===== src/sv/kcm_pkg.sv =====
// Shared types, constants and helpers for the canonical k-mer minimizer.
// No dependencies; imported by every module of the block.
package kcm_pkg;

    localparam int MAX_KMER_BASES_DEF = 32;
    localparam int KMER_W             = 64;
    localparam int CFG_W              = 6;
    localparam int CFG_IDX_W          = 2;
    localparam int IDX_W              = 5;

    localparam logic [KMER_W-1:0] NO_WINDOW_VALUE = '1;

    typedef enum logic [CFG_IDX_W-1:0] {
        REG_KMER_LENGTH   = 2'd0,
        REG_WINDOW_LENGTH = 2'd1
    } cfg_reg_t;

    // One candidate window as it travels through the min tree.
    typedef struct packed {
        logic              vld;
        logic [KMER_W-1:0] val;
        logic [IDX_W-1:0]  idx;
    } cand_t;

    // Reverse complement over all 32 bases of a word (pure wiring).
    function automatic logic [KMER_W-1:0] kcm_rc32(input logic [KMER_W-1:0] w);
        logic [KMER_W-1:0] r;
        r = '0;
        for (int b = 0; b < KMER_W / 2; b++) begin
            r[2*(KMER_W/2-1-b) +: 2] = 2'd3 - w[2*b +: 2];
        end
        return r;
    endfunction

    // lo holds the lower window indexes; hi wins ties.
    function automatic cand_t kcm_pick(input cand_t lo, input cand_t hi);
        cand_t res;
        if (hi.vld && (!lo.vld || (hi.val <= lo.val))) begin
            res = hi;
        end
        else begin
            res = lo;
        end
        return res;
    endfunction

endpackage


===== src/sv/kcm_lane.sv =====
// One window lane: cuts a left-justified window and its reverse complement,
// keeps the smaller. Depends on kcm_pkg.
module kcm_lane #(
    parameter int LANE = 0
) (
    input  logic [kcm_pkg::KMER_W-1:0]   fwd,
    input  logic [2*kcm_pkg::KMER_W-1:0] rev_span,
    input  logic [kcm_pkg::KMER_W-1:0]   top_mask,
    input  logic [kcm_pkg::CFG_W-1:0]    last_window,
    input  logic                         none,
    output kcm_pkg::cand_t               cand
);
    import kcm_pkg::*;

    localparam int HI = KMER_W - 1 + 2 * LANE;

    logic [KMER_W-1:0] fwd_win;
    logic [KMER_W-1:0] rev_win;

    // Both windows stay left-justified, so their order is the order of the
    // right-justified values.
    always_comb
    begin
        fwd_win   = (fwd << (2 * LANE)) & top_mask;
        rev_win   = rev_span[HI -: KMER_W] & top_mask;
        cand.vld  = !none && (CFG_W'(LANE) <= last_window);
        cand.val  = (rev_win < fwd_win) ? rev_win : fwd_win;
        cand.idx  = IDX_W'(LANE);
    end

endmodule


===== config.mk =====
export PLATFORM = sky130hd
export DESIGN_NAME = kcm_lane
export DESIGN_NICKNAME = d
export VERILOG_FILES = /design/src/sv/kcm_pkg.sv /design/src/sv/kcm_lane.sv
export SDC_FILE = /design/constraint.sdc
export NUM_CORES = 1
export LEC_CHECK = 0
export ABC_CLOCK_PERIOD_IN_PS = 2400
export BUFFER_PORTS_ARGS = -buffer_cell sky130_fd_sc_hd__buf_2
export CORE_AREA = 2 2 129 131
export DETAILED_ROUTE_END_ITERATION = 8
export DIE_AREA = 0 0 131 133
export GPL_ROUTABILITY_DRIVEN = 0
export PLACE_DENSITY_LB_ADDON = 0.2
export SYNTH_ARGS = -nofsm -noshare
export SYNTH_HDL_FRONTEND = slang
export SYNTH_SLANG_ARGS = --single-unit

===== constraint.sdc =====
create_clock -name vclk -period 2.4
set_input_delay 0.12 -clock vclk [all_inputs]
set_output_delay 0.12 -clock vclk [all_outputs]
set_load 0.005 [all_outputs]

# Word-level counts from Yosys, hierarchy flattened
# Index checks and enable logic that the tools add are counted.
[word_totals]
reg_bits = 0
out_inout_bits = 70
input_bits = 263
wordCells = 7
[classes]
reduce_logical = 2
bitwise_logic = 2
n_lt_le_gt_ge = 2
n_mux = 1
[op_table]
columns = ["op", "count"]
rows = [
  ["bitwise AND 64 bit", 2],
  ["less-than comparator 64 bit", 1],
  ["2-to-1 mux 64 bit", 1],
  ["less-or-equal comparator 1 x 6 -> 1 bit, first input constant", 1],
  ["logical AND 1 bit", 1],
  ["logical NOT 1 bit", 1],
]

# Depth between registers and ports, before layout
[depth]
ltp_word = 3
depth_mapped = 12
ltp_nobuf = 10

# Worst setup path after synthesis
# No wires, ideal clock.
[synth_timing]
path_kind = "input to output"
start = "in rev_span[5] (netlist name)"
end = "out cand[10] (netlist name)"
t_arrival_ns = 2.105
setup_slack_ns = 0.175
path_buffers = 2
required_time_ns = 2.280
path_stages = 12
path_cell_list = "nand2_1 -> inv_1 -> ha_1 -> a21oi_1 -> o21ai_1 -> a221oi_1 -> nand3_1 -> a311o_1 -> a31o_1 -> buf_6 -> buf_6 -> mux2i_1"
[synth_lines]
columns = ["item", "line", "source"]
rows = [
  ["start, declared", "kcm_lane.sv:7", "input logic [2*kcm_pkg::KMER_W-1:0] rev_span,"],
  ["end, declared", "kcm_lane.sv:11", "output kcm_pkg::cand_t cand"],
]

==> run metrics <==
Pwr Total 1300 uW; Crit Path Class input pin to output pin; final worst slack -0.221 ns; first-pass GRT wire length 17900 um; max incr delay on CP 0.36 ns; via count 3989; 1st-pass router iterations 4; fin crit period 2.62 ns; vias in the first global route 3968; hold path cells 3; Worst Path Max Fanout 8; core area 16200 um2; Reg power frac 0%; FF+latch area 0 um2; hold wc startpoint none; peak supply drop 0.000103 V; Worst Hold Class input pin to output pin; Net Sw Frac 44.5%; Die Width 131 um; drt wl/cell 11.8 um; GR Overflow Total 0; commonest cells after routing, fill and taps aside buf_2 (241), nand2_1 (107), mux2i_1 (63); Buf/Inv on CP 5; Max Cap Viol 0; largest area contributor in the netlist ha_1; Post-Layout Cell Count 982; Tcrit/Tclk final 109%; Die Height 133 um; final WL 11600 um; Ys Warns 0; NetSw 578 uW; unrepaired setup endpoints after global routing true; Worst Path Required 2.28 ns; DRT iter0 DRCs 66; fraction of layout cells with a size suffix above 1 56.3%; placed insts 962; clock power share 0%; Min-Delay Endpoint cand[69]; post-synthesis sequential area ratio 0%; Starting Density 17.7%; area growth from synthesis to layout 99.1%; post-synthesis simple-gate area fraction 26.4%; port bufs 258; Finished Core Util 35.3%; failing checks setup timing; # setup viols final 64; Syn Std Cell Area 2860 um2; delay-heaviest family, CP compound AO/OA/AOI/OAI gates; status finished, violations left; clkbuf count 0; Row Count 47; CP cell instances buf_6, nand2_4, inv_2, ha_4, nand4_1, nor4_4, a22oi_2, o211ai_1, a311o_1, a31o_4, buf_12, buf_16, mux2i_1, buf_2; synth unique cells 29; Logic pwr share 100.0%; initial antenna violation count 1; Avg Vias per Cell 4.06; CTS hold repair buffers 0; largest family of logic cells by synthesized area adder cells; pin count of the biggest net entering global routing 11; die area 17400 um2; Crit. End Element output pin; # nets final 1090; Total Routing Usage GR 12.4%; Fmax 0.382 GHz; mux cell area share after synthesis 22.0%; Final Slew Violations 0; LEAKAGE 0.00331 uW; CP arrival 2.50 ns; CP max stage cell nor4_4; Power per Cell Area 228 nW/um2; Critical Path Source Type input pin; number of failing hold endpoints at the final stage 0; DP HPWL 9410 um; Synth Area in Compound Gates 11.4%; Synth top area share 27.5%; Setup TNS -11.70 ns; Post-Synth Adder-Cell Area 27.5%; cells taking the most area after synthesis ha_1 (28%), mux2i_1 (22%), nand2_1 (19%); Syn Inst Count 442; xor/xnor share of the synthesized area 0%; Syn Area/Cell 6.48 um2; post-route ant nets 0; drt drc 0; # IOs 333; most common cell after layout, fill and taps aside buf_2; antenna cells 0; num sequential 0; internal power 721 uW
-- worst min-delay path, cell delays in order --
cell and delay [ns]:
buf_2 0.07, inv_1 0.03, buf_2 0.11
-- per-layer routing --
metal	up-vias	part of all wire [%]	global-route usage, %
met2	125	51	24.2
met1	1717	44	15.5
met4	2	0.017	0
met5	-	0.11	0
met3	2	4.8	0.687
li1	2143	-	-
-- cell usage after synthesis --
| library cell | n |
|---|---|
| a21oi_1 | 24 |
| a31o_1 | 1 |
| and2_1 | 2 |
| nand4_1 | 13 |
| nand2b_1 | 2 |
| buf_4 | 5 |
| nor3_1 | 5 |
| a31o_2 | 1 |
| a211oi_1 | 4 |
| o21ai_1 | 2 |
| ha_1 | 63 |
| o2111a_1 | 1 |
| mux2i_1 | 63 |
| conb_1 | 1 |
| o21ai_0 | 12 |
| a221oi_1 | 1 |
| buf_6 | 7 |
| nor4_1 | 2 |
| nor2_1 | 12 |
| a311o_1 | 1 |
| a22oi_1 | 1 |
| o211ai_1 | 3 |
| a221o_1 | 1 |
| inv_1 | 64 |
| o221a_2 | 1 |
| o311ai_0 | 1 |
| or2_2 | 1 |
| nand2_1 | 143 |
| nand3_1 | 5 |
-- logic make-up (layout without fill, tap and decap cells) --
group	after synthesis	after routing
AND/OR/NAND/NOR	185	185
buffers and inverters	76	392
other	1	5
AO/OA/AOI/OAI	54	54
adder cells (fa/ha/maj)	63	63
multiplexers	63	63
-- cell type report --
cell class / count / area (um2)
multi-input combinational: 370 / 3100
timing repair buffer: 328 / 2080
tap: 220 / 275
inverter: 64 / 243
fill: 1726 / 10500
-- worst max path at each step --
stage	slack, ns	startpoint	end	cells after the start
after global placement	-0.52	top_mask[27]	cand[23]	13
after detailed placement	-0.51	top_mask[27]	cand[50]	13
final	-0.22	top_mask[29]	cand[43]	14
after floorplan	0.17	rev_span[5]	cand[10]	12
after CTS	-0.21	top_mask[26]	cand[15]	15
after global routing	-0.43	rev_span[30]	cand[42]	14
-- metrics by stage --
stage          area [um2]  worst slack [ns]  hold WS (ns)
2_1_floorplan        2880             0.175         0.267
3_3_place_gp         4750            -0.524         0.448
3_5_place_dp         4750            -0.511         0.452
4_1_cts              5390            -0.211         0.452
5_1_grt              5700            -0.427         0.455
6_report             5700            -0.221         0.450
-- repair_timing --
action,CTS,global route
setup buffers,10,5
endpoints found under the setup margin,64,64
endpoints found under the hold margin,0,0
pin swaps,37,36
cloned,6,0
gates resized for setup,78,63
-- power groups by stage --
stage               clock [uW]  combinational (uW)  sequential, uW
global placement             0                1010               0
detailed placement           0                1010               0
finish                       0                1300               0
CTS                          0                1250               0
global route                 0                1450               0
floorplan                    0                 545               0
Note: power is estimated with default switching activity, not from simulation.
